`src/hdl/tpr_pkg.sv`:
```
package tpr_pkg;

   localparam int unsigned MAP_ENTRIES_DEF = 4096;
   localparam int unsigned TILE_COUNT_DEF  = 2048;
   localparam int unsigned QUEUE_DEPTH     = 4;
   localparam int unsigned INDEX_W         = 14;
   localparam int unsigned CSR_INDEX_W     = 3;
   localparam int unsigned LOG2_MAX        = 6;

   typedef enum logic [1:0] {
      FUNC_RENDER = 2'd0,
      FUNC_MAP    = 2'd1,
      FUNC_ROW    = 2'd2,
      FUNC_PAL    = 2'd3
   } func_type;

   localparam logic [CSR_INDEX_W-1:0] CSR_ENABLE   = 3'd0;
   localparam logic [CSR_INDEX_W-1:0] CSR_SHIFT_X  = 3'd1;
   localparam logic [CSR_INDEX_W-1:0] CSR_SHIFT_Y  = 3'd2;
   localparam logic [CSR_INDEX_W-1:0] CSR_MAP_W    = 3'd3;
   localparam logic [CSR_INDEX_W-1:0] CSR_MAP_H    = 3'd4;
   localparam logic [CSR_INDEX_W-1:0] CSR_BACKDROP = 3'd5;
   localparam logic [CSR_INDEX_W-1:0] CSR_KEYED    = 3'd6;

   typedef struct packed {
      logic        enabled;
      logic [15:0] shift_x;
      logic [15:0] shift_y;
      logic [2:0]  w_log2;
      logic [2:0]  h_log2;
      logic [31:0] backdrop;
      logic        keyed;
   } cfg_type;

   // addr holds the store address already folded into range; fx/fy the
   // pixel position inside the tile for render items
   typedef struct packed {
      func_type           func;
      logic [INDEX_W-1:0] addr;
      logic [2:0]         fx;
      logic [2:0]         fy;
      logic [31:0]        data;
   } item_type;

   // v mod m for v below 256*m, by conditional subtraction of m<<k
   function automatic logic [INDEX_W-1:0] fold_mod(input logic [INDEX_W-1:0] v,
                                                   input int unsigned m);
      logic [21:0] r;
      logic [21:0] d;
      r = {8'd0, v};
      for (int k = 7; k >= 0; k--) begin
         d = 22'(m) << k;
         if (r >= d) r = r - d;
      end
      return r[INDEX_W-1:0];
   endfunction

endpackage

```
`src/hdl/tpr_front.sv`:
```
module tpr_front #(
   parameter int unsigned MAP_ENTRIES = tpr_pkg::MAP_ENTRIES_DEF,
   parameter int unsigned TILE_COUNT  = tpr_pkg::TILE_COUNT_DEF
) (
   input  tpr_pkg::cfg_type  cfg,
   input  logic              start,
   input  logic              busy,
   input  logic [1:0]        req_func,
   input  logic [11:0]       req_pixel_x,
   input  logic [11:0]       req_pixel_y,
   input  logic signed [15:0] req_line_offset,
   input  logic [13:0]       req_write_index,
   input  logic [31:0]       req_write_data,
   output logic              push,
   output tpr_pkg::item_type item
);
   import tpr_pkg::*;

   localparam int unsigned ROW_SLOTS = TILE_COUNT * 8;

   logic [15:0]        wx;
   logic [15:0]        wy;
   logic [2:0]         wl;
   logic [2:0]         hl;
   logic [5:0]         col;
   logic [5:0]         row;
   logic [INDEX_W-1:0] map_raw;
   func_type           func;

   always_comb begin
      func = func_type'(req_func);
      wx   = {4'd0, req_pixel_x} + cfg.shift_x + $unsigned(req_line_offset);
      wy   = {4'd0, req_pixel_y} + cfg.shift_y;
      wl   = (cfg.w_log2 > 3'(LOG2_MAX)) ? 3'(LOG2_MAX) : cfg.w_log2;
      hl   = (cfg.h_log2 > 3'(LOG2_MAX)) ? 3'(LOG2_MAX) : cfg.h_log2;
      col  = wx[8:3] & 6'((7'd1 << wl) - 7'd1);
      row  = wy[8:3] & 6'((7'd1 << hl) - 7'd1);
      map_raw = (INDEX_W'(row) << wl) | INDEX_W'(col);

      push      = start && !busy;
      item.func = func;
      item.fx   = wx[2:0];
      item.fy   = wy[2:0];
      item.data = req_write_data;
      unique case (func)
         FUNC_RENDER: item.addr = fold_mod(map_raw, MAP_ENTRIES);
         FUNC_MAP:    item.addr = fold_mod(req_write_index, MAP_ENTRIES);
         FUNC_ROW:    item.addr = fold_mod(req_write_index, ROW_SLOTS);
         FUNC_PAL:    item.addr = {8'd0, req_write_index[5:0]};
         default:     item.addr = '0;
      endcase
   end

endmodule

```
`config.mk`:
```
export PLATFORM = sky130hd
export DESIGN_NAME = tpr_front
export DESIGN_NICKNAME = d
export VERILOG_FILES = /design/src/hdl/tpr_pkg.sv /design/src/hdl/tpr_front.sv
export SDC_FILE = /design/constraint.sdc
export NUM_CORES = 1
export LEC_CHECK = 0
export ABC_AREA = 1
export CAP_MARGIN = 20
export CORE_AREA = 2 2 83 85
export DETAILED_ROUTE_END_ITERATION = 12
export DIE_AREA = 0 0 85 87
export DONT_BUFFER_PORTS = 1
export SLEW_MARGIN = 20
export SYNTH_ARGS = -nofsm -noshare
export SYNTH_HDL_FRONTEND = slang
export SYNTH_SLANG_ARGS = --single-unit
```
`constraint.sdc`:
```
create_clock -name vclk -period 3.73
set_input_delay 0.746 -clock vclk [all_inputs]
set_output_delay 0.746 -clock vclk [all_outputs]
set_load 0.05 [all_outputs]
```
After elaboration in Yosys (flattened, before gate mapping)
Index checks and enable logic that the tools add are counted.
{ "totals": {"latchBits": 0, "elab_cells": 36, "reg_bits": 0, "mem_count": 0, "input_bits": 162, "ram_bits": 0, "rom_bits": 0} }
{ "classes": {"n_bitwise": 3, "n_addsub": 9, "n_eq_ne": 3, "mux": 9, "n_reduce_logical": 3, "n_shift": 3, "n_div": 0, "magnitude_cmp": 6, "multipliers": 0} }
{ "ops": {"columns": ["op", "count"], "rows": [
  ["22-bit 2-to-1 mux", 4],
  ["14-bit case mux with 4 select lines", 1],
  ["22-bit by 13-bit >= comparator with 1-bit output (second input constant)", 2],
  ["14-bit by 14-bit subtractor with 15-bit output (second input constant)", 2],
  ["14-bit >= comparator (second input constant)", 2],
  ["14-bit 2-to-1 mux", 2],
  ["14-bit by 13-bit subtractor with 14-bit output (second input constant)", 2],
  ["9-bit adder", 3],
  ["14-bit by 6-bit bitwise OR with 14-bit output", 1],
  ["6-bit by 3-bit left shift with 14-bit output", 1],
  ["6-bit bitwise AND", 2],
  ["1-bit by 3-bit left shift with 6-bit output (first input constant)", 2],
  ["6-bit by 1-bit subtractor with 6-bit output (second input constant)", 2],
  ["3-bit > comparator (second input constant)", 2],
  ["3-bit 2-to-1 mux", 2],
  ["2-bit == test (second input constant)", 2],
  ["2-bit by 1-bit == test with 1-bit output (second input constant)", 1],
  ["2-bit zero test", 1],
  ["1-bit logical AND", 1],
  ["1-bit zero test", 1]
]} }

Depth between registers and ports, before layout
Gate-level depths: netlist of run 1.
{ "depth": {"ltp_word": 13, "ltp_mapped": 13, "mapped_depth_nobuf": 13} }

Least setup slack after synthesis of run 1
OpenSTA, ideal clock, no wires.
{ "synth_timing": {"path_type": "input port to output port", "from": "input port cfg[56] (netlist name)", "to": "output port item[38] (netlist name)", "setup_slack_ps": -188, "path_stages": 8, "arrival_time_ps": 3172, "path_cell_list": "fa_1 > ha_1 > inv_1 > fa_1 > inv_1 > or2_2 > a31oi_1 > o21ai_0"} }
{ "synth_lines": {"columns": ["item", "line", "rtl"], "rows": [
  ["from (decl)", "tpr_front.sv:5", "input tpr_pkg::cfg_type cfg,"],
  ["to (decl)", "tpr_front.sv:15", "output tpr_pkg::item_type item"]
]} }

==> results of run 1 <==
## cells by family after synthesis
kind of cell | after synthesis
adder cells (fa/ha/maj) | 27
XOR/XNOR | 6
AO/OA/AOI/OAI | 24
buffers and inverters | 72
other | 1
AND/OR/NAND/NOR | 170
## cell type report
type                            count  area (sq um)
Fill cell                         747          4830
Inverter                           37           139
Multi-Input combinational cell    229          1400
Tap cell                           80           100
Timing Repair Buffer               11          95.1
## path summary, 6_finish.rpt
path / from / endpoint / slack [ps] / cells after the start
worst max-delay path: cfg[56] / item[42] / 210 / 12
worst min-delay path: req_write_data[12] / item[12] / 1490 / 0
## metal layers
layer,part of all wire,wire length (microns)
met1,0.42,1800
met2,0.48,2040
met3,0.084,358
met4,0.017,73
met5,0,0
## report_power, final
part	leakage, nW	switching (mW)	internal, mW	total, mW
clock network	0	0	0	0
registers	0	0	0	0
logic	0.938	0.271	0.128	0.398
## layout by cell type, fill, tap and decap left out, types with 3 or more instances in the layout
cell     synthesis  layout
a21o_1           3       3
a21oi_1          8       8
a31oi_1          3       3
buf_4           34      10
fa_1            10      10
ha_1            17      17
inv_1           35      35
nand2_1         85      85
nand2_2          4       4
nand3_1         37      37
nand3_2          5       5
nand4_1          8       8
nor2_1          17      17
nor2_2           3       3
nor4_1           3       3
o21ai_0          5       3
o21ai_1          1       3
or2_2            3       3
xor2_1           4       4
## metrics by stage
step,cell area (sq um),power (mW),util
3_3_place_gp,1740,0.396,0.264
5_1_grt,1740,0.445,0.264
2_1_floorplan,1800,0.425,-
3_5_place_dp,1740,0.400,0.264
4_1_cts,1740,0.402,0.264
6_report,1740,0.398,0.264
==> metrics, run 1 <==
Adder-Cell Fraction of Synth Area 0.230; number of antenna repair diodes 0; worst setup margin 207 ps; Vias/cell 4.84; Yosys cell types 31; vias in the first global route 1640; critical path, cell by cell fa_1 > ha_1 > inv_1 > fa_1 > inv_1 > nand4_1 > nand3_1 > nand2_1 > nand3b_1 > a21oi_1 > a21oi_2 > buf_12; Synth Area in Compound Gates 0.0801; f_max 0.284 GHz; DR WL/cell 12.0 microns; Setup CP Type in2out; worst path bufs/invs 3; layout cells sized above 1 0.108; arrival time worst endpoint 2780 ps; # nets final 468; CTS Hold Bufs 0; Non-Filler Instances 357; Seq/Total Area, Yosys 0; # clk buffers 0; DR vias 1728; CP max FO 4; ANT nets after route 0; register area 0 sq um; Worst Setup Start Kind input pin; Fin Hold WS 1490 ps; Final GP Congestion 0.842; most common cell in the netlist nand2_1; minimum clock period 3520 ps; largest net degree at the start of global routing 13; global-route wire length before repair 6920 microns; cells resized by post-CTS repair 0; GR Util met3 0.0218; FF+latch count 0; drt total wl 4270 microns; Required @ worst endpoint 2980 ps; Ports 217; Leak Pwr 0.938 nW; Final Hold Viols 0; placed wire-length estimate 3850 microns; met1 usage 0.130; share of the synthesized area in the top cell type 0.178; Area Overhead vs Synth -3.41%; # Max-Cap Violations 0; num rows 30; worst rel slew slack 0.413; critical path capture point type output port; syn_area_per_cell 5.99 sq um; GR Util met2 0.197; critical path's slowest cell fa_1; synth warn 0; Post-CTS Repair Setup Buffers 0; multiplexer share of the synthesized area 0; Total GRT Usage 0.107; dpl ws 202 ps; Power Density 230 mW/mm^2; Core Area 0.00657 sq mm; setup violators final 0; initial antenna violation count 0; GRT Residual Overflow 0; main combinational cell family by area after synthesis simple AND/OR/NAND/NOR gates; Die Y-Extent 87 microns; Initial Util 0.274; Critical Path Max Stage Delay 530 ps; GR peak layer met2; Worst Max-Slew Pin Slew 878 ps; Inst Count DP 357; Area contributors post-synth nand2_1 18%, buf_4 14%, ha_1 12%; Iteration-0 DRC Markers 28; area leader, netlist nand2_1; Post-Synthesis Cells 300; Max VDD drop 0.146 mV; synth cell count leaders 85 x nand2_1, 37 x nand3_1, 35 x inv_1; die area 0.00740 sq mm; Max Slew Vio Count 0; Pre-Repair DR Iteration Count 4; fin crit share 0.944; Port Buf Inserts 0; outcome completed; simple-gate share of the synthesized area 0.437; Post-Route Setup TNS 0 ps; mapped cell area 0.00180 sq mm; DR DRC count 0; XOR/XNOR Fraction of Synth Area 0.0292; RSZ-0062 raised after global routing no; worst hold-check path type in2out; delay-heaviest family, CP adder cells; chip width 85 microns
Power figures use the tool's default switching activity.
==> run 2: changes to the inputs <==
==> constraint.sdc (replaced) <==
create_clock -name vclk -period 4.49
set_input_delay 0.6735 -clock vclk [all_inputs]
set_output_delay 0.6735 -clock vclk [all_outputs]
set_load 0.05 [all_outputs]
==> run 2 against run 1 <==
  * Final cell count decreased by 2.8%
  * Total power shrank 22%
  * Die area stayed put
  * Highest routed layer unchanged
  * Critical path depth fell by 1
  * Count of clock-buffer cells in the layout is the same
  * Setup slack improved by 750 ps
  * Utilization shrank 1.3 points
  * Global-route usage down 0.38 points
==> metrics, run 2 (same netlist as run 1, synthesis figures left out) <==
initial antenna violation count 0; ANT nets after route 0; Ports 217; DR WL/cell 12.1 microns; Clk pwr share 0; # nets final 458; drt total wl 4210 microns; outcome completed; # clk buffers 0; global-route wire length before repair 6550 microns; internal power 0.0913 mW; largest net degree at the start of global routing 13; commonest non-fill, non-tap cell in the layout nand2_1; fin crit share 0.787; Post-Route Setup TNS 0 ps; Area Overhead vs Synth -8.29%; worst hold-check path type in2out; Post-CTS Repair Setup Buffers 0; num rows 30; f_max 0.283 GHz; Worst Max-Slew Pin Slew 1030 ps; critical path's slowest cell a21oi_2; Setup CP Type in2out; Max Slew Vio Count 0; DR vias 1692; FF+latch count 0; die area 0.00740 sq mm; Vias/cell 4.88; sw power 0.221 mW; Non-Filler Instances 347; Total GRT Usage 0.104; Final Hold Viols 0; DR DRC count 0; worst rel slew slack 0.314; Leak Pwr 0.883 nW; # Max-Cap Violations 0; GR Util met3 0.0190; arrival time worst endpoint 2860 ps; Port Buf Inserts 0; minimum clock period 3540 ps; Worst Setup Start Kind input pin; number of antenna repair diodes 0; GR Util met2 0.188; commonest non-fill, non-tap cells in the layout 85 x nand2_1, 37 x nand3_1, 35 x inv_1; Sw Share 0.708; chip width 85 microns; placed wire-length estimate 3780 microns; Inst Count DP 347; vias in the first global route 1512; RSZ-0062 raised after global routing no; Iteration-0 DRC Markers 57; layout cells sized above 1 0.0749; setup violators final 0; CTS Hold Bufs 0; GR peak layer met2; Critical Path Max Stage Delay 530 ps; critical path, cell by cell fa_1 > ha_1 > inv_1 > fa_1 > inv_1 > nand4_1 > nand3_1 > nand2_1 > nand3b_1 > a21oi_1 > a21oi_2; register area 0 sq um; Power Density 189 mW/mm^2; Required @ worst endpoint 3820 ps; critical path capture point type output port; Initial Util 0.274; FILL cells 757; Die Y-Extent 87 microns; Flop pwr share 0; Pre-Repair DR Iteration Count 5; Comb power frac 1.000; Core Area 0.00657 sq mm; met1 usage 0.132; CP max FO 4; Max VDD drop 0.0930 mV; Final GP Congestion 0.819; GRT Residual Overflow 0; post-layout util 0.251; cells resized by post-CTS repair 0
run 2: final timing paths:
| kind | startpoint | to | cells after the start |
|---|---|---|---|
| min | req_write_data[12] | item[12] | 0 |
| max | cfg[56] | item[42] | 11 |
run 2: metal layers:
| metal | vias to the layer above | wire [microns] |
|---|---|---|
| met3 | 4 | 362 |
| met1 | 738 | 1800 |
| met5 | - | 0 |
| met2 | 78 | 2020 |
| met4 | 0 | 24 |
| li1 | 872 | - |
run 2: power groups by stage:
stage	sequential, mW	combinational, mW	clock (mW)
5_1_grt	0	0.349	0
3_3_place_gp	0	0.311	0
2_1_floorplan	0	0.353	0
4_1_cts	0	0.315	0
6_report	0	0.312	0
3_5_place_dp	0	0.313	0
run 2: area by class of cell:
| class | instances | area, sq um | area share |
|---|---|---|---|
| tap | 80 | 100 | 0.0607 |
| timing repair buffer | 1 | 7.51 | 0.00456 |
| multi-input combinational | 229 | 1400 | 0.850 |
| inverter | 37 | 139 | 0.0843 |
run 2: stage by stage:
stage | hold WS (ps) | power (mW) | worst slack, ps | cell area, sq um
after detailed placement | 1350 | 0.313 | 935 | 1650
final | 1350 | 0.312 | 954 | 1650
after global placement | 1350 | 0.311 | 949 | 1650
after CTS | 1350 | 0.315 | 925 | 1650
after global routing | 1350 | 0.349 | 782 | 1650
after floorplan | 1510 | 0.353 | 717 | 1800
run 2: worst max-delay path, delay by kind of cell:
family          cells  cell delay (ps)
compound gates      2              620
fa+ha+maj           3             1060
buf+inv             2              170
simple gates        4              340
==> run 3: changes to the inputs <==
==> constraint.sdc (replaced) <==
create_clock -name vclk -period 3.5
set_input_delay 0.525 -clock vclk [all_inputs]
set_output_delay 0.525 -clock vclk [all_outputs]
set_load 0.05 [all_outputs]
==> run 3 against run 2 <==
  * Total power grew 33%
  * Utilization rose by 0.69 points
  * Combinational power rose by 33%
  * Global-route usage rose by 0.079 points
  * Via count increased by 0.18%
  * Die area unchanged
==> metrics, run 3 (same netlist as run 1, synthesis figures left out) <==
outcome completed; placed wire-length estimate 3790 microns; Total GRT Usage 0.105; RSZ-0062 raised after global routing no; chip width 85 microns; beginning of the worst hold path req_write_data[12]; Final GP Congestion 0.818; fin crit share 0.881; Core Area 0.00657 sq mm; f_max 0.324 GHz; largest net degree at the start of global routing 13; number of antenna repair diodes 0; CTS Hold Bufs 0; Leak Pwr 0.913 nW; Area Overhead vs Synth -5.78%; Post-CTS Repair Setup Buffers 0; Non-Filler Instances 353; worst rel slew slack 0.413; Worst Hold Endpoint item[12]; # Max-Cap Violations 0; ANT nets after route 0; CP max FO 4; commonest non-fill, non-tap cell in the layout nand2_1; Vias/cell 4.80; register area 0 sq um; Pre-Repair DR Iteration Count 4; minimum clock period 3080 ps; DR WL/cell 12.1 microns; Setup CP Type in2out; # clk buffers 0; FF+latch count 0; Post-Route Setup TNS 0 ps; Initial Util 0.274; Port Buf Inserts 0; Max Slew Vio Count 0; Inst Count DP 353; cells resized by post-CTS repair 0; Ports 217; Worst Max-Slew Pin Slew 877 ps; Die Y-Extent 87 microns; Max VDD drop 0.120 mV; setup violators final 0; num rows 30; Iteration-0 DRC Markers 70; Required @ worst endpoint 2970 ps; Final Hold Viols 0; layout cells sized above 1 0.0952; Power Density 245 mW/mm^2; critical path capture point type output port; FILL cells 744; commonest non-fill, non-tap cells in the layout 85 x nand2_1, 37 x nand3_1, 35 x inv_1; DR DRC count 0; # nets final 464; global-route wire length before repair 6640 microns; arrival time worst endpoint 2560 ps; Worst Setup Start Kind input pin; die area 0.00740 sq mm; Hold Path Cell Cnt 0; DR vias 1695; initial antenna violation count 0; worst hold-check path type in2out; total power 0.415 mW; GRT Residual Overflow 0; drt total wl 4280 microns; vias in the first global route 1524
==> run 3: layer usage <==
metal  vias to the layer above  wire length, microns  GRT usage
li1                        884                     -          -
met1                       737                  1840      0.133
met2                        70                  2010      0.186
met3                         4                   380     0.0227
met4                         0                    38     0.0130
met5                         -                     0          0
==> run 3: area by class of cell <==
cell class	count	area [sq um]	area share
tap	80	100	0.0591
inverter	37	139	0.0820
timing repair buffer	7	52.6	0.0310
multi-input combinational	229	1400	0.828
==> run 3: critical path: stages <==
cell,delay (ps)
fa_1,520
ha_1,170
inv_1,60
fa_1,370
inv_1,120
nand4_1,130
nand3_1,90
nand2_1,50
nand3b_1,80
a21oi_1,80
a21oi_2,130
buf_4,220
==> run 3: report_power, final <==
group / switching, mW / internal [mW]
clock network: 0 / 0
logic: 0.287 / 0.127
registers: 0 / 0
==> run 3: worst max-delay path by stage <==
stage | from | to | slack, ps | cells past startpoint
2_1_floorplan | cfg[56] | item[38] | 20 | 8
3_3_place_gp | cfg[58] | item[43] | 410 | 9
3_5_place_dp | cfg[56] | item[42] | 400 | 12
4_1_cts | cfg[56] | item[42] | 400 | 12
5_1_grt | cfg[58] | item[43] | 260 | 9
6_report | cfg[56] | item[42] | 420 | 12
==> run 3: through the flow <==
stage | util | setup WS, ps | hold slack [ps] | cell area, sq um
5_1_grt | 0.258 | 257 | 1050 | 1690
6_report | 0.258 | 417 | 1050 | 1690
4_1_cts | 0.258 | 398 | 1050 | 1690
2_1_floorplan | - | 23.6 | 1220 | 1800
3_5_place_dp | 0.258 | 402 | 1050 | 1690
3_3_place_gp | 0.258 | 410 | 1050 | 1690
