==> src/hdl/tpr_pkg.sv <==
package tpr_pkg;

   localparam int unsigned MAP_ENTRIES_DEF = 4096;
   localparam int unsigned TILE_COUNT_DEF  = 2048;
   localparam int unsigned QUEUE_DEPTH     = 4;
   localparam int unsigned INDEX_W         = 14;
   localparam int unsigned CSR_INDEX_W     = 3;
   localparam int unsigned LOG2_MAX        = 6;

   typedef enum logic [1:0] {
      FUNC_RENDER = 2'd0,
      FUNC_MAP    = 2'd1,
      FUNC_ROW    = 2'd2,
      FUNC_PAL    = 2'd3
   } func_type;

   localparam logic [CSR_INDEX_W-1:0] CSR_ENABLE   = 3'd0;
   localparam logic [CSR_INDEX_W-1:0] CSR_SHIFT_X  = 3'd1;
   localparam logic [CSR_INDEX_W-1:0] CSR_SHIFT_Y  = 3'd2;
   localparam logic [CSR_INDEX_W-1:0] CSR_MAP_W    = 3'd3;
   localparam logic [CSR_INDEX_W-1:0] CSR_MAP_H    = 3'd4;
   localparam logic [CSR_INDEX_W-1:0] CSR_BACKDROP = 3'd5;
   localparam logic [CSR_INDEX_W-1:0] CSR_KEYED    = 3'd6;

   typedef struct packed {
      logic        enabled;
      logic [15:0] shift_x;
      logic [15:0] shift_y;
      logic [2:0]  w_log2;
      logic [2:0]  h_log2;
      logic [31:0] backdrop;
      logic        keyed;
   } cfg_type;

   // addr holds the store address already folded into range; fx/fy the
   // pixel position inside the tile for render items
   typedef struct packed {
      func_type           func;
      logic [INDEX_W-1:0] addr;
      logic [2:0]         fx;
      logic [2:0]         fy;
      logic [31:0]        data;
   } item_type;

   // v mod m for v below 256*m, by conditional subtraction of m<<k
   function automatic logic [INDEX_W-1:0] fold_mod(input logic [INDEX_W-1:0] v,
                                                   input int unsigned m);
      logic [21:0] r;
      logic [21:0] d;
      r = {8'd0, v};
      for (int k = 7; k >= 0; k--) begin
         d = 22'(m) << k;
         if (r >= d) r = r - d;
      end
      return r[INDEX_W-1:0];
   endfunction

endpackage

==> src/hdl/tpr_queue.sv <==
module tpr_queue (
   input  logic              clock,
   input  logic              reset,
   input  logic              push,
   input  tpr_pkg::item_type push_item,
   input  logic              pop,
   output logic              head_valid,
   output tpr_pkg::item_type head_item,
   output logic              full
);
   import tpr_pkg::*;

   localparam int unsigned PTR_W = $clog2(QUEUE_DEPTH);

   item_type           slot_ff [QUEUE_DEPTH];
   logic [PTR_W-1:0]   wr_ptr_ff, wr_ptr_in;
   logic [PTR_W-1:0]   rd_ptr_ff, rd_ptr_in;
   logic [PTR_W:0]     count_ff, count_in;
   logic               do_pop;

   always_comb begin
      head_valid = count_ff != '0;
      full       = count_ff == (PTR_W+1)'(QUEUE_DEPTH);
      head_item  = slot_ff[rd_ptr_ff];
      do_pop     = pop && head_valid;
      wr_ptr_in  = push ? wr_ptr_ff + 1'b1 : wr_ptr_ff;
      rd_ptr_in  = do_pop ? rd_ptr_ff + 1'b1 : rd_ptr_ff;
      count_in   = count_ff + (PTR_W+1)'(push) - (PTR_W+1)'(do_pop);
   end

   always_ff @(posedge clock) begin
      if (reset) begin
         wr_ptr_ff <= '0;
         rd_ptr_ff <= '0;
         count_ff  <= '0;
      end else begin
         wr_ptr_ff <= wr_ptr_in;
         rd_ptr_ff <= rd_ptr_in;
         count_ff  <= count_in;
      end
   end

   always_ff @(posedge clock) begin
      if (push) slot_ff[wr_ptr_ff] <= push_item;
   end

endmodule

==> config.mk <==
export PLATFORM = sky130hd
export DESIGN_NAME = tpr_queue
export DESIGN_NICKNAME = d
export VERILOG_FILES = /design/src/hdl/tpr_pkg.sv /design/src/hdl/tpr_queue.sv
export SDC_FILE = /design/constraint.sdc
export NUM_CORES = 1
export LEC_CHECK = 0
export ABC_AREA = 1
export BUFFER_PORTS_ARGS = -buffer_cell sky130_fd_sc_hd__buf_2
export CAP_MARGIN = 5
export CORE_AREA = 2 2 125 127
export DETAILED_ROUTE_END_ITERATION = 7
export DIE_AREA = 0 0 127 129
export PLACE_DENSITY = 0.86
export SLEW_MARGIN = 30
export SYNTH_ARGS = -nofsm -noshare
export SYNTH_HDL_FRONTEND = slang
export SYNTH_SLANG_ARGS = --single-unit
==> constraint.sdc <==
create_clock -name clock -period 3 [get_ports clock]
set_clock_uncertainty 0.2 [all_clocks]
set_input_delay 0.3 -clock clock [delete_from_list [all_inputs] [get_ports clock]]
set_output_delay 0.3 -clock clock [all_outputs]
set_load 0.05 [all_outputs]
* After elaboration in Yosys (flattened, before gate mapping)
Memory sizes are Yosys's and may differ from the RTL's. A register that Yosys moved wholly into a read port is not among the register bits. Cells that the tools add are included.
Word-level totals: word-level logic and storage cells 15, output and inout port bits 56, RAM bits 216, bits of input ports 58, memories kept 1, register bits after elaboration 7
Memories:
- slot_ff | depth 4, width 54, rd ports 1, clocked after memory_dff 1, wr ports 1, line tpr_queue.sv:15 | item_type slot_ff [QUEUE_DEPTH];
Cells by class: reductions and logical operators 2, mux-type cells 4, eq/ne operators 1, $add $sub $neg 4
Operators by type and width (number):
- 2-bit by 1-bit adder with 2-bit output, second input constant | 2
- 2-bit two-way mux | 2
- 3-bit by 1-bit adder with 3-bit output | 1
- 3-bit equality test, second input constant | 1
- 3-bit nonzero test | 1
- 3-bit by 1-bit subtractor with 3-bit output | 1
- 1-bit two-way mux | 2
- 1-bit logical AND | 1

* Longest topological paths before layout
Gate-level depths: netlist of the first run.
depth after elaboration 4, depth in mapped cells 9, mapped depth without buffers 9

* Worst setup path before layout of the first run
Ideal clock, no wire load.
kind reg2reg, start point reg wr_ptr_ff[0], end point mem slot_ff[2][0] in the netlist's numbering (enable), required time 2.392 ns, path slack 0.750 ns, period minus slack after synthesis 2.250 ns, stages on the path, launching flop included 5, buffers on the path 0, setup time 0.408 ns, arrival 1.642 ns, path through dfxtp_1 > inv_1 > ha_1 > nand2_1 > inv_1
RTL lines:
- from (decl) | line tpr_queue.sv:16 | logic [PTR_W-1:0] wr_ptr_ff, wr_ptr_in;
- from (signal assigned) | line tpr_queue.sv:37 | wr_ptr_ff <= wr_ptr_in;
- to (decl) | line tpr_queue.sv:15
No word-level cell before the write port.

==> results of run 1 <==
==> state kept, by name (all words and copies together) (netlist names), named ones only <==
| register | flops |
|---|---|
| slot_ff | 216 |
| count_ff | 3 |
| rd_ptr_ff | 2 |
| wr_ptr_ff | 2 |
==> metal layers <==
layer	wire length (µm)	global-route usage [%]	up-vias
met5	0	0	-
met4	524	8.14	0
met3	1080	3.62	47
met2	9580	39.9	233
met1	7160	27.6	2694
li1	-	-	2521
==> layout make-up <==
type                       instances  area, µm²  area share (%)
multi-input combinational        307       1510            14.4
inverter                          18       72.6           0.695
clock buffer                      29        598            5.72
tap                              188        235            2.25
clock inverter                     9       66.3           0.635
sequential                       225       6670            63.8
timing repair buffer             180       1300            12.4
==> stage by stage <==
step	std cells	hold slack (ps)	util [%]
3_5_place_dp	861	298	61.5
3_3_place_gp	861	263	61.5
4_1_cts	956	314	69.8
6_report	956	338	69.8
2_1_floorplan	584	171	-
5_1_grt	956	325	69.8
==> power breakdown <==
| part | switching, W | internal, W |
|---|---|---|
| Combinational | 0.00201 | 0.000620 |
| Sequential | 0.000105 | 0.00361 |
| Clock | 0.00109 | 0.00148 |
==> final timing paths <==
path	from	to	slack (ps)	depth (start not counted)
min reg2reg	rd_ptr_ff[1]	flop	340	2
min	reset	count_ff[0]	340	3
max reg2reg	count_ff[1]	count_ff[2]	890	9
max	flop	head_item[36]	270	5
==> cells by family (layout without fill, tap and decap cells) <==
family / count (synthesis) / count (layout) / share of synthesized area (%)
simple gates: 130 / 130 / 5.81
buf+inv: 52 / 236 / 3.26
fa+ha+maj: 7 / 7 / 1.13
compound gates: 170 / 170 / 10.9
flops: 225 / 225 / 78.9
==> worst max-delay path: cells and delay by family, from the launching register on <==
family	cells	cell delay [ps]
compound gates	1	230
flops	1	470
simple gates	1	80
buf+inv	3	920
==> cell usage in the layout (no fill, tap or decap) <==
master	synthesis	final
a21boi_0	1	1
a21oi_1	5	5
buf_12	0	7
buf_2	20	113
buf_4	3	3
bufinv_16	0	1
clkbuf_1	0	6
clkbuf_16	0	23
clkinv_1	0	3
clkinv_2	0	5
dfxtp_1	9	7
dfxtp_2	0	1
dfxtp_4	0	1
dlygate4sd3_1	0	57
edfxtp_1	216	216
fa_1	1	1
ha_1	6	6
inv_1	16	12
inv_2	1	5
inv_6	1	1
nand2_1	12	12
nand3_1	2	2
nor2_1	116	116
o21ai_0	95	95
o21ai_1	15	15
o22ai_1	54	54
==> results.sh, run 1 <==
export IMPL_grt_ovfl_total=0
export IMPL_route_detailed_drc=0
export IMPL_synth_commonest_cells="edfxtp_1 (216), nor2_1 (116), o21ai_0 (95), o22ai_1 (54), buf_2 (20)"
export IMPL_wl_mm=18.4
export IMPL_status="finished clean"
export IMPL_numCtsBuffers=22
export IMPL_syn_avg_cell_area_um2=14.5
export IMPL_synth_seq_area_share_pct=78.9
export IMPL_grt_usage_pct=22.3
export IMPL_ir_worst_vdd_mv=0.716
export IMPL_num_nets_final=819
export IMPL_ctsResizeCount=0
export IMPL_yosysMostFrequentCell="edfxtp_1"
export IMPL_final_area_um2=10400
export IMPL_die_w_um=127
export IMPL_drv_cap=0
export IMPL_cts_tree="built"
export IMPL_viasPerCell=5.75
export IMPL_synthesis_area_um2=8450
export IMPL_drive_above_1_share_pct=20.8
export IMPL_synthToLayoutAreaGrowth_pct=23.7
export IMPL_ys_ff_latch=225
export IMPL_grt_max_degree=73
export IMPL_async_flop_share_pct=0
export IMPL_cts_setup_buffers=0
export IMPL_via_count=5495
export IMPL_fill_cells=973
export IMPL_syn_inst=584
export IMPL_wl_per_cell_um=19.2
export IMPL_cts_sinks=225
export IMPL_num_rows=45
export IMPL_syn_num_nets=649
export IMPL_ys_types=19
export IMPL_synth_ff_type="edfxtp_1"
export IMPL_cts_root_buf="clkbuf_16"
export IMPL_hpwl_mm=10.1
export IMPL_grt_pass1_vias=5576
export IMPL_powerDensity_nw_per_um2=853
export IMPL_path_max_fanout=39
export IMPL_worst_pin_slew_ps=617
export IMPL_cpMaxStageDelayCell="dfxtp_4"
export IMPL_antenna_found_initial=0
export IMPL_pin_count=114
export IMPL_synth_top_area_share_pct=76.8
export IMPL_worst_setup_path_type="flop to output pin"
export IMPL_n_antenna_cell=0
export IMPL_core_um2=15000
export IMPL_setup_ws_ps=275
export IMPL_max_slew_margin_pct=58.8
export IMPL_gp_congestion=0.744
export IMPL_fin_crit_sh_pct=90.8
export IMPL_grt_setup_unrepaired="no"
export IMPL_leakage_nw=3.77
export IMPL_clk_path_buf_depth=3
export IMPL_start_kind="flop"
export IMPL_htree_levels=1
export IMPL_portBuffers=113
export IMPL_ctsHoldBuffers=57
export IMPL_pre_cts_ws_ps=829
export IMPL_drtIter0Drc=458
export IMPL_critPathRequiredTime_ps=2500
export IMPL_first_pass_iters=5
export IMPL_clkLatencyLatePin_ps=500
export IMPL_final_max_slew_viol_count=0
export IMPL_ys_warn_count=0
export IMPL_power_total_w=0.00891
export IMPL_synth_top_area_cell="edfxtp_1"
export IMPL_initial_utilization_pct=56.4
export IMPL_synth_edf_count=216
export IMPL_critPathArrivalTime_ps=2230
export IMPL_critPathCaptureType="output pin"
export IMPL_fmax_ghz=0.367
export IMPL_cpPeakStageDelay_ps=470
export IMPL_path_cells="inv_6 > buf_4 > nor2_1 > o22ai_1 > buf_2"
export IMPL_grt_first_pass_wirelength_mm=28.3
export IMPL_synthTopCellsByArea="edfxtp_1 (77%), o21ai_0 (5.6%), nor2_1 (5.2%)"
export IMPL_dieArea_um2=16400
export IMPL_clk_pin_slew_ps=60
export IMPL_finalSetupViolCount=0
export IMPL_tns_ps=0
export IMPL_dpl_instance_area_um2=9210
export IMPL_ant_nets=0
export IMPL_fin_crit_ps=2730
export IMPL_min_path_type="primary input to flop"
export IMPL_die_h_um=129
export IMPL_hold_viol=0
Note: power is estimated with default switching activity, not from simulation.
==> run 2, diff against run 1 <==
- clock period: 3 -> 2.76 ns (I/O delays scaled with it)
==> results.sh, run 2 (synthesis gave the netlist of run 1 again) <==
export IMPL_tns_ps=0
export IMPL_worst_pin_slew_ps=605
export IMPL_wl_mm=18.4
export IMPL_initial_utilization_pct=56.4
export IMPL_die_h_um=129
export IMPL_drtIter0Drc=520
export IMPL_critPathCaptureType="output pin"
export IMPL_via_count=5441
export IMPL_critPathArrivalTime_ps=2160
export IMPL_grt_setup_unrepaired="no"
export IMPL_path_cells="buf_4 > o21ai_0 > o22ai_1 > buf_2"
export IMPL_portBuffers=113
export IMPL_layout_common_cells="edfxtp_1 (216), nor2_1 (116), buf_2 (113)"
export IMPL_grt_max_degree=109
export IMPL_viasPerCell=5.67
export IMPL_setup_ws_ps=122
export IMPL_reg_top3="slot_ff (216), count_ff (3)"
export IMPL_wl_per_cell_um=19.2
export IMPL_grt_ovfl_total=0
export IMPL_htree_levels=1
export IMPL_min_path_type="flop to flop"
export IMPL_largest_register="slot_ff"
export IMPL_antenna_found_initial=0
export IMPL_numCtsBuffers=23
export IMPL_instances_no_fill=960
export IMPL_worst_setup_path_type="flop to output pin"
export IMPL_cts_root_buf="clkbuf_16"
export IMPL_drv_cap=0
export IMPL_ir_worst_vdd_mv=0.693
export IMPL_cpMaxStageDelayCell="dfxtp_4"
export IMPL_clkLatencyLatePin_ps=490
export IMPL_synthToLayoutAreaGrowth_pct=23.8
export IMPL_power_total_w=0.00967
export IMPL_cpPeakStageDelay_ps=520
export IMPL_clk_path_buf_depth=3
export IMPL_grt_first_pass_wirelength_mm=28.4
export IMPL_top_layer_used="met4"
export IMPL_first_pass_iters=5
export IMPL_max_slew_margin_pct=59.6
export IMPL_cts_sinks=225
export IMPL_wl_met3_mm=1.03
export IMPL_pre_cts_ws_ps=568
export IMPL_route_met2_wl_mm=9.81
export IMPL_num_rows=45
export IMPL_clk_pin_slew_ps=60
export IMPL_finish_utilization_pct=69.8
export IMPL_gp_congestion=0.787
export IMPL_dieArea_um2=16400
export IMPL_finalSetupViolCount=0
export IMPL_critPathRequiredTime_ps=2280
export IMPL_fmax_ghz=0.379
export IMPL_mostFrequentLayoutCell="edfxtp_1"
export IMPL_num_nets_final=822
export IMPL_cts_setup_buffers=0
export IMPL_leakage_nw=3.78
export IMPL_route_detailed_drc=0
export IMPL_grt_usage_pct=22.2
export IMPL_critPathBufInv=2
export IMPL_dp_cells=863
export IMPL_grt_pass1_vias=5553
export IMPL_cp_top_family="buffers and inverters"
export IMPL_die_w_um=127
export IMPL_fin_crit_ps=2640
export IMPL_status="finished clean"
export IMPL_cts_tree="built"
export IMPL_path_max_fanout=30
export IMPL_hold_viol=0
export IMPL_core_um2=15000
export IMPL_hpwl_mm=9.99
export IMPL_powerDensity_nw_per_um2=924
export IMPL_fin_crit_sh_pct=95.6
export IMPL_ant_nets=0
export IMPL_start_kind="flop"
export IMPL_final_max_slew_viol_count=0
export IMPL_n_antenna_cell=0
export IMPL_drive_above_1_share_pct=20.9
export IMPL_wl_met1_mm=7.21
export IMPL_largest_reg_flops=216
export IMPL_pin_count=114
## run 2: worst register-to-register path, cell delays in order (launching register included)
cell	delay, ps
dfxtp_1	320
nor2_1	170
a21boi_0	130
ha_1	290
inv_1	40
ha_1	200
fa_1	390
nand3_1	100
nand2_1	50
nor2_1	90
## run 2: repair_timing
item                                    CTS  global route
endpoints found under the hold margin   225             0
endpoints found under the setup margin    1             1
gates cloned                              0             0
gates resized for setup                   1             1
hold buffers                             57             0
## run 2: per-stage QoR
step	hold WS, ps	cell area (µm²)
after floorplan	147	8450
after global placement	262	9220
final	298	10500
after global routing	313	10500
after CTS	286	10500
after detailed placement	266	9220
## run 2: routing by layer
metal	GRT usage, %	up-vias
li1	-	2523
met1	27.8	2666
met2	39.8	221
met3	3.99	31
met4	6.98	0
met5	0	-
## run 2: path summary, 6_finish.rpt
path | from | to | slack [ps] | cells past startpoint
worst min register to register | rd_ptr_ff[0] | rd_ptr_ff[0] | 300 | 2
worst max-delay path | flop | head_item[14] | 120 | 4
worst min-delay path | rd_ptr_ff[0] | rd_ptr_ff[0] | 300 | 2
worst max register to register | count_ff[1] | count_ff[2] | 710 | 9
## run 2: where the power goes
part | switching (W) | total [W] | internal (W)
logic | 0.00222 | 0.00289 | 0.000671
clock network | 0.00117 | 0.00278 | 0.00161
registers | 0.0000755 | 0.00400 | 0.00393
## run 2: final cells by class
type,instances,area [µm²]
timing repair buffer,182,1300
clock buffer,28,594
tap,188,235
clock inverter,12,76.3
fill,940,4520
sequential,225,6670
inverter,18,73.8
multi-input combinational,307,1510
==> run 3, diff against run 2 <==
- clock period: 2.76 -> 2.7 ns (I/O delays scaled with it)
==> results.sh, run 3 (synthesis gave the netlist of run 1 again) <==
export IMPL_n_antenna_cell=0
export IMPL_min_path_type="flop to flop"
export IMPL_grt_pass1_vias=5610
export IMPL_fin_crit_ps=2580
export IMPL_critPathArrivalTime_ps=2110
export IMPL_grt_max_degree=109
export IMPL_worst_setup_path_type="flop to output pin"
export IMPL_drv_cap=0
export IMPL_htree_levels=1
export IMPL_critPathRequiredTime_ps=2230
export IMPL_pre_cts_ws_ps=631
export IMPL_clk_pin_slew_ps=70
export IMPL_wl_mm=18.1
export IMPL_fmax_ghz=0.387
export IMPL_cts_root_buf="clkbuf_16"
export IMPL_worst_pin_slew_ps=607
export IMPL_largest_register="slot_ff"
export IMPL_grt_ovfl_total=0
export IMPL_portBuffers=113
export IMPL_core_um2=15000
export IMPL_gp_congestion=0.734
export IMPL_drive_above_1_share_pct=20.7
export IMPL_wl_per_cell_um=18.9
export IMPL_setup_ws_ps=116
export IMPL_critPathCaptureType="output pin"
export IMPL_ctsResizeCount=0
export IMPL_rr_worst_depth=8
export IMPL_cts_setup_buffers=0
export IMPL_ctsHoldBuffers=58
export IMPL_synthToLayoutAreaGrowth_pct=23.7
export IMPL_max_slew_margin_pct=59.5
export IMPL_die_h_um=129
export IMPL_tns_ps=0
export IMPL_largest_reg_flops=216
export IMPL_viasPerCell=5.69
export IMPL_status="finished clean"
export IMPL_die_w_um=127
export IMPL_dieArea_um2=16400
export IMPL_mostFrequentLayoutCell="edfxtp_1"
export IMPL_r2r_slack_ps=590
export IMPL_numCtsBuffers=22
export IMPL_clkLatencyLatePin_ps=500
export IMPL_r2r_end="count_ff[0]"
export IMPL_hpwl_mm=9.57
export IMPL_final_max_slew_viol_count=0
export IMPL_cp_endpoint="head_item[37]"
export IMPL_grt_usage_pct=22.0
export IMPL_path_max_fanout=27
export IMPL_pin_count=114
export IMPL_wl_met1_mm=6.98
export IMPL_via_count=5447
export IMPL_r2r_start="count_ff[2]"
export IMPL_antenna_found_initial=0
export IMPL_num_nets_final=820
export IMPL_powerDensity_nw_per_um2=943
export IMPL_grt_first_pass_wirelength_mm=28.0
export IMPL_top_layer_used="met4"
export IMPL_wl_met3_mm=1.08
export IMPL_hold_viol=0
export IMPL_route_detailed_drc=0
export IMPL_initial_utilization_pct=56.4
export IMPL_first_pass_iters=5
export IMPL_finalSetupViolCount=0
export IMPL_clk_path_buf_depth=3
export IMPL_ir_worst_vdd_mv=0.654
export IMPL_reg_top3="slot_ff (216), count_ff (3)"
export IMPL_drtIter0Drc=640
export IMPL_grt_setup_unrepaired="no"
export IMPL_leakage_nw=3.77
export IMPL_layout_common_cells="edfxtp_1 (216), nor2_1 (116), buf_2 (113)"
export IMPL_ant_nets=0
export IMPL_cts_tree="built"
export IMPL_cts_sinks=225
export IMPL_num_rows=45
export IMPL_fin_crit_sh_pct=95.7
export IMPL_start_kind="flop"
export IMPL_route_met2_wl_mm=9.51
==> run 3: cell count changes in the layout (fill, tap and decap cells not counted), moves of 2 or more <==
cell	change
clkinv_2	-3
buf_4	-2
clkinv_1	-5
clkbuf_1	+3
clkbuf_8	+3
==> run 3: metrics by stage <==
stage	power (W)	cells	cell area (µm²)	hold slack, ps	utilization (%)
after global routing	0.0102	957	10400	319	69.7
after CTS	0.00987	957	10400	278	69.7
after global placement	0.00691	861	9200	257	61.4
after detailed placement	0.00700	861	9200	263	61.4
final	0.00985	957	10400	312	69.7
after floorplan	0.00633	584	8450	141	-
==> run 3: final cells by class <==
| class | instances | area [µm²] |
|---|---|---|
| clock inverters | 4 | 17.5 |
| well taps | 188 | 235 |
| multi-input cells | 307 | 1510 |
| flip-flops and latches | 225 | 6670 |
| repair buffers | 181 | 1300 |
| clock buffers | 34 | 647 |
| inverters | 18 | 72.6 |
| fillers | 970 | 4530 |
==> run 3: routing by layer <==
| metal | global-route usage (%) | vias to the layer above |
|---|---|---|
| met5 | 0 | - |
| met4 | 8.40 | 0 |
| met3 | 4.62 | 47 |
| met2 | 40.0 | 206 |
| met1 | 25.8 | 2679 |
| li1 | - | 2515 |
==> run 3: how the worst min path moves through the flow <==
stage                       start        endpoint  slack (ps)  cells after the start
floorplan                   reset     count_ff[0]         140                      1
global placement            reset     count_ff[0]         260                      2
detailed placement          reset     count_ff[0]         260                      2
CTS                         reset     count_ff[1]         280                      3
global route        push_item[15]  slot_ff[1][15]         320                      2
finish               rd_ptr_ff[0]    rd_ptr_ff[0]         310                      2
==> run 3: worst max-delay path: stages (launching register included) <==
cell	delay (ps)
dfxtp_2	320
inv_2	360
buf_4	310
o21ai_0	110
o22ai_1	200
buf_2	310
==> run 3: power by group <==
| part | internal, W | switching [W] |
|---|---|---|
| Combinational | 0.000692 | 0.00225 |
| Sequential | 0.00401 | 0.0000628 |
| Clock | 0.00164 | 0.00119 |
